===== config.mk =====
export PLATFORM = sky130hd
export DESIGN_NAME = gwf_ram
export DESIGN_NICKNAME = d
export VERILOG_FILES = /design/src/design/gwf_ram.sv
export SDC_FILE = /design/constraint.sdc
export NUM_CORES = 2
export LEC_CHECK = 0
export ABC_CLOCK_PERIOD_IN_PS = 3700
export BUFFER_PORTS_ARGS = -buffer_cell sky130_fd_sc_hd__buf_2
export CAP_MARGIN = 25
export CORE_UTILIZATION = 35
export DETAILED_ROUTE_END_ITERATION = 10
export PLACE_DENSITY = 0.52
export SLEW_MARGIN = 20
export SYNTH_ARGS = -nofsm -noshare
export SYNTH_HDL_FRONTEND = slang
export SYNTH_SLANG_ARGS = --single-unit

===== constraint.sdc =====
create_clock -name clk -period 3.7 [get_ports clk]
set_input_delay 1.11 -clock clk [delete_from_list [all_inputs] [get_ports clk]]
set_output_delay 1.11 -clock clk [all_outputs]
set_load 0.03 [all_outputs]

===== src/design/gwf_ram.sv =====
`timescale 1ns / 1ps
// ----------------------------------------------------------------------------
// gwf_ram
// Simple dual-port RAM, one write and one read port, registered read.
// ----------------------------------------------------------------------------
module gwf_ram #(
    parameter int WIDTH = 16,
    parameter int DEPTH = 256
) (
    input  logic                     clk,
    input  logic                     we,
    input  logic [$clog2(DEPTH)-1:0] waddr,
    input  logic [WIDTH-1:0]         wdata,
    input  logic [$clog2(DEPTH)-1:0] raddr,
    output logic [WIDTH-1:0]         rdata
);

    logic [WIDTH-1:0] mem_reg [DEPTH];
    logic [WIDTH-1:0] rdata_reg;

    always_ff @(posedge clk)
    begin
        if (we)
        begin
            mem_reg[waddr] <= wdata;
        end
        rdata_reg <= mem_reg[raddr];
    end

    assign rdata = rdata_reg;

endmodule


==> results.sh <==
export IMPL_total_grt_overflow=0
export IMPL_dieArea_sq_mm=0.456
export IMPL_boundaryPins=50
export IMPL_floorplan_die_width_microns=675
export IMPL_r2r_setup_slk_ns=0.62
export IMPL_nets=8408
export IMPL_ff2ff_path_depth=6
export IMPL_run_status="completed"
export IMPL_fin_ws_ns=0.187
export IMPL_grt_setup_unrepaired="no"
export IMPL_synthFlopType="sky130_fd_sc_hd__edfxtp_1"
export IMPL_cts_repair_resize_count=0
export IMPL_insertion_delay_ns=1.00
export IMPL_drtPass1Iterations=5
export IMPL_first_iter_violations=9225
export IMPL_report_final_hold_viol_count=0
export IMPL_fillerInstances=39100
export IMPL_crit_path_frequent_cell="sky130_fd_sc_hd__buf_12"
export IMPL_hold_path_class="in -> reg"
export IMPL_slew_headroom_pct=16.2
export IMPL_grt_first_pass_wirelength_microns=635000
export IMPL_vias_per_cell=5.46
export IMPL_final_period_minus_worst_setup_slack_ns=3.51
export IMPL_syn_area_sq_mm=0.159
export IMPL_area_growth_pct=18.0
export IMPL_layout_core_utilization_pct=41.6
export IMPL_grt_max_degree=97
export IMPL_detailroute_via_count=80100
export IMPL_cp_max_fo=19
export IMPL_period_share_pct=94.9
export IMPL_number_of_slew_limit_violations_in_the_final_report=0
export IMPL_die_height_microns=675
export IMPL_floorplan_initialDensity_pct=35.2
export IMPL_count_of_cells_along_the_worst_hold_path=1
export IMPL_regToRegStartpoint="mem_reg[61][11]$_DFFE_PP_"
export IMPL_crit_buf_inv=4
export IMPL_path_cells="buf_12, buf_12, buf_12, mux4_2, mux2_2, a22oi_1, nand2_1, o32ai_1, buf_4, nor4_1"
export IMPL_cts_root_buffer_cell="sky130_fd_sc_hd__clkbuf_16"
export IMPL_worst_path_max_delay_cell="sky130_fd_sc_hd__o32ai_1"
export IMPL_detail_route_drc_violations=0
export IMPL_peak_vdd_ir_uv=361
export IMPL_ant_nets=0
export IMPL_gp_congestion=0.857
export IMPL_setup_viol=0
export IMPL_power_static_leakage_uw=0.0601
export IMPL_numClockSinks=4112
export IMPL_yosysWarningCount=0
export IMPL_grt_use_total_pct=19.6
export IMPL_ys_async_sr_fraction_pct=0
export IMPL_clock_tree_from_tritoncts="built"
export IMPL_setup_worst_path_end_class="flop"
export IMPL_number_of_antenna_violations_at_the_first_check_in_global_routing=24
export IMPL_cpPeakStageDelay_ns=0.99
export IMPL_tritoncts_num_buffers=417
export IMPL_most_common_layout_cells="sky130_fd_sc_hd__edfxtp_1 (4096), sky130_fd_sc_hd__buf_4 (848), sky130_fd_sc_hd__mux4_2 (797), sky130_fd_sc_hd__mux2i_1 (565), sky130_fd_sc_hd__clkbuf_16 (423)"
export IMPL_first_global_vias=81000
export IMPL_hp_start="wdata[8]"
export IMPL_cp_arrival_ns=4.39
export IMPL_postCtsSetupRepairBufs=0
export IMPL_synth_ff_latch_count=4112
export IMPL_drt_total_wl_microns=453000
export IMPL_mostFrequentLayoutCell="sky130_fd_sc_hd__edfxtp_1"
export IMPL_wl_per_cell_microns=30.9
export IMPL_max_cap_violations=0
export IMPL_regToRegEndpoint="rdata[11]$_DFF_P_"
export IMPL_setup_worst_path_class="in -> reg"
export IMPL_htree_levels=5
export IMPL_synthesized_instance_count=7360
export IMPL_clock_skew_final_ns=0.0502
export IMPL_crit_family="compound AO/OA/AOI/OAI gates"
export IMPL_max_buffers_root_to_sink=4
export IMPL_fp_row_count=246
export IMPL_drive_gt1_share_pct=30.6
export IMPL_placeable_area_sq_mm=0.450
export IMPL_syn_nets=7394
export IMPL_synth_enable_flop_cells=4096
export IMPL_achievable_frequency_ghz=0.285
export IMPL_power_per_cell_area_mw_per_mm2=528
export IMPL_dpl_worst_slack_ns=-0.785
export IMPL_dpl_hpwl_microns=291000
export IMPL_path_clk_slew_ns=0.06
export IMPL_timing_critical_path_required_ns=4.58
export IMPL_avgSynthCellArea_sq_um=21.6
export IMPL_largest_reg_flops=4096
export IMPL_port_buffer_count=49
export IMPL_hold_crit_endpoint="mem_reg[74][8]$_DFFE_PP_"
export IMPL_ys_seq_area_share_pct=77.7
export IMPL_tightestPinTransition_ns=1.24
export IMPL_cp_start_kind="input pin"
export IMPL_hold_buf_count_cts=0
export IMPL_synth_lib_cells_used_distinct=52
## cell usage after synthesis, drive strengths merged (4+ instances only)
library cell | n | area share, %
a21oi | 175 | 0.55
or2 | 5 | 0.020
a31oi | 6 | 0.024
clkbuf | 230 | 0.54
nand3 | 35 | 0.11
o221ai | 253 | 1.4
edfxtp | 4096 | 77
nand4 | 26 | 0.10
a22o | 32 | 0.18
mux2 | 88 | 0.62
inv | 4 | 0.0095
nand2 | 38 | 0.090
o32ai | 21 | 0.12
and3 | 11 | 0.043
o22ai | 148 | 0.58
nor4 | 18 | 0.075
mux2i | 565 | 3.6
mux4 | 797 | 11
o31ai | 16 | 0.076
a22oi | 43 | 0.20
dfxtp | 16 | 0.20
buf | 222 | 1.1
a211oi | 18 | 0.085
nor2 | 304 | 0.72
nor3 | 92 | 0.29
o21ai | 38 | 0.12
a221oi | 28 | 0.15
a2111oi | 6 | 0.033
nor2b | 9 | 0.035
## power breakdown
| group | switching, uW | total [uW] | internal [uW] |
|---|---|---|---|
| registers | 115 | 51500 | 51300 |
| clock network | 17900 | 41900 | 24000 |
| logic | 3490 | 5590 | 2100 |
## how the worst max path moves through the flow
stage / startpoint / endpoint / depth (start not counted)
global placement: raddr[0] / rdata[11]$_DFF_P_ / 8
floorplan: waddr[3] / mem_reg[235][0]$_DFFE_PP_ / 6
detailed placement: raddr[0] / rdata[11]$_DFF_P_ / 8
CTS: raddr[0] / rdata[11]$_DFF_P_ / 8
global route: raddr[0] / rdata[7]$_DFF_P_ / 11
finish: raddr[0] / rdata[11]$_DFF_P_ / 10
## logic make-up (layout without fill, tap and decap cells)
group / count (synthesis) / in the layout / share of synthesized area [%]
compound gates: 786 / 786 / 3.54
flops: 4112 / 4112 / 77.7
mux: 1450 / 1450 / 15.5
simple gates: 556 / 556 / 1.57
other cells: 0 / 8 / 0
buf+inv: 456 / 1814 / 1.69
## metal layers
layer | wire, microns | part of all wire, % | GRT usage (%) | vias up
li1 | - | - | - | 33400
met1 | 193000 | 43 | 27.2 | 43500
met2 | 221000 | 49 | 32.6 | 2712
met3 | 27900 | 6.2 | 2.94 | 549
met4 | 11500 | 2.5 | 4.69 | 10
met5 | 60 | 0.013 | 0 | -
## final cells by class
type | instances | area (sq um) | area share (%)
Sequential cell | 4112 | 123000 | 65.8
Multi-Input combinational cell | 2792 | 33100 | 17.7
Clock buffer | 510 | 11000 | 5.89
Timing Repair Buffer | 1047 | 9830 | 5.25
Tap cell | 5952 | 7450 | 3.98
Clock inverter | 253 | 2510 | 1.34
Inverter | 4 | 27.5 | 0.0147
Antenna cell | 8 | 20.0 | 0.0107
## through the flow
| stage | total power (uW) | area, sq um | hold WS, ns | TNS (ns) | instances |
|---|---|---|---|---|---|
| 5_1_grt | 102000 | 187000 | 0.396 | 0 | 14700 |
| 3_3_place_gp | 58000 | 174000 | 1.13 | -8.34 | 13900 |
| 4_1_cts | 99800 | 187000 | 0.366 | 0 | 14700 |
| 2_1_floorplan | 55000 | 159000 | 0.854 | 0 | 7360 |
| 3_5_place_dp | 58100 | 174000 | 1.15 | -8.19 | 13900 |
| 6_report | 98900 | 187000 | 0.420 | 0 | 14700 |
Power figures use the tool's default switching activity.
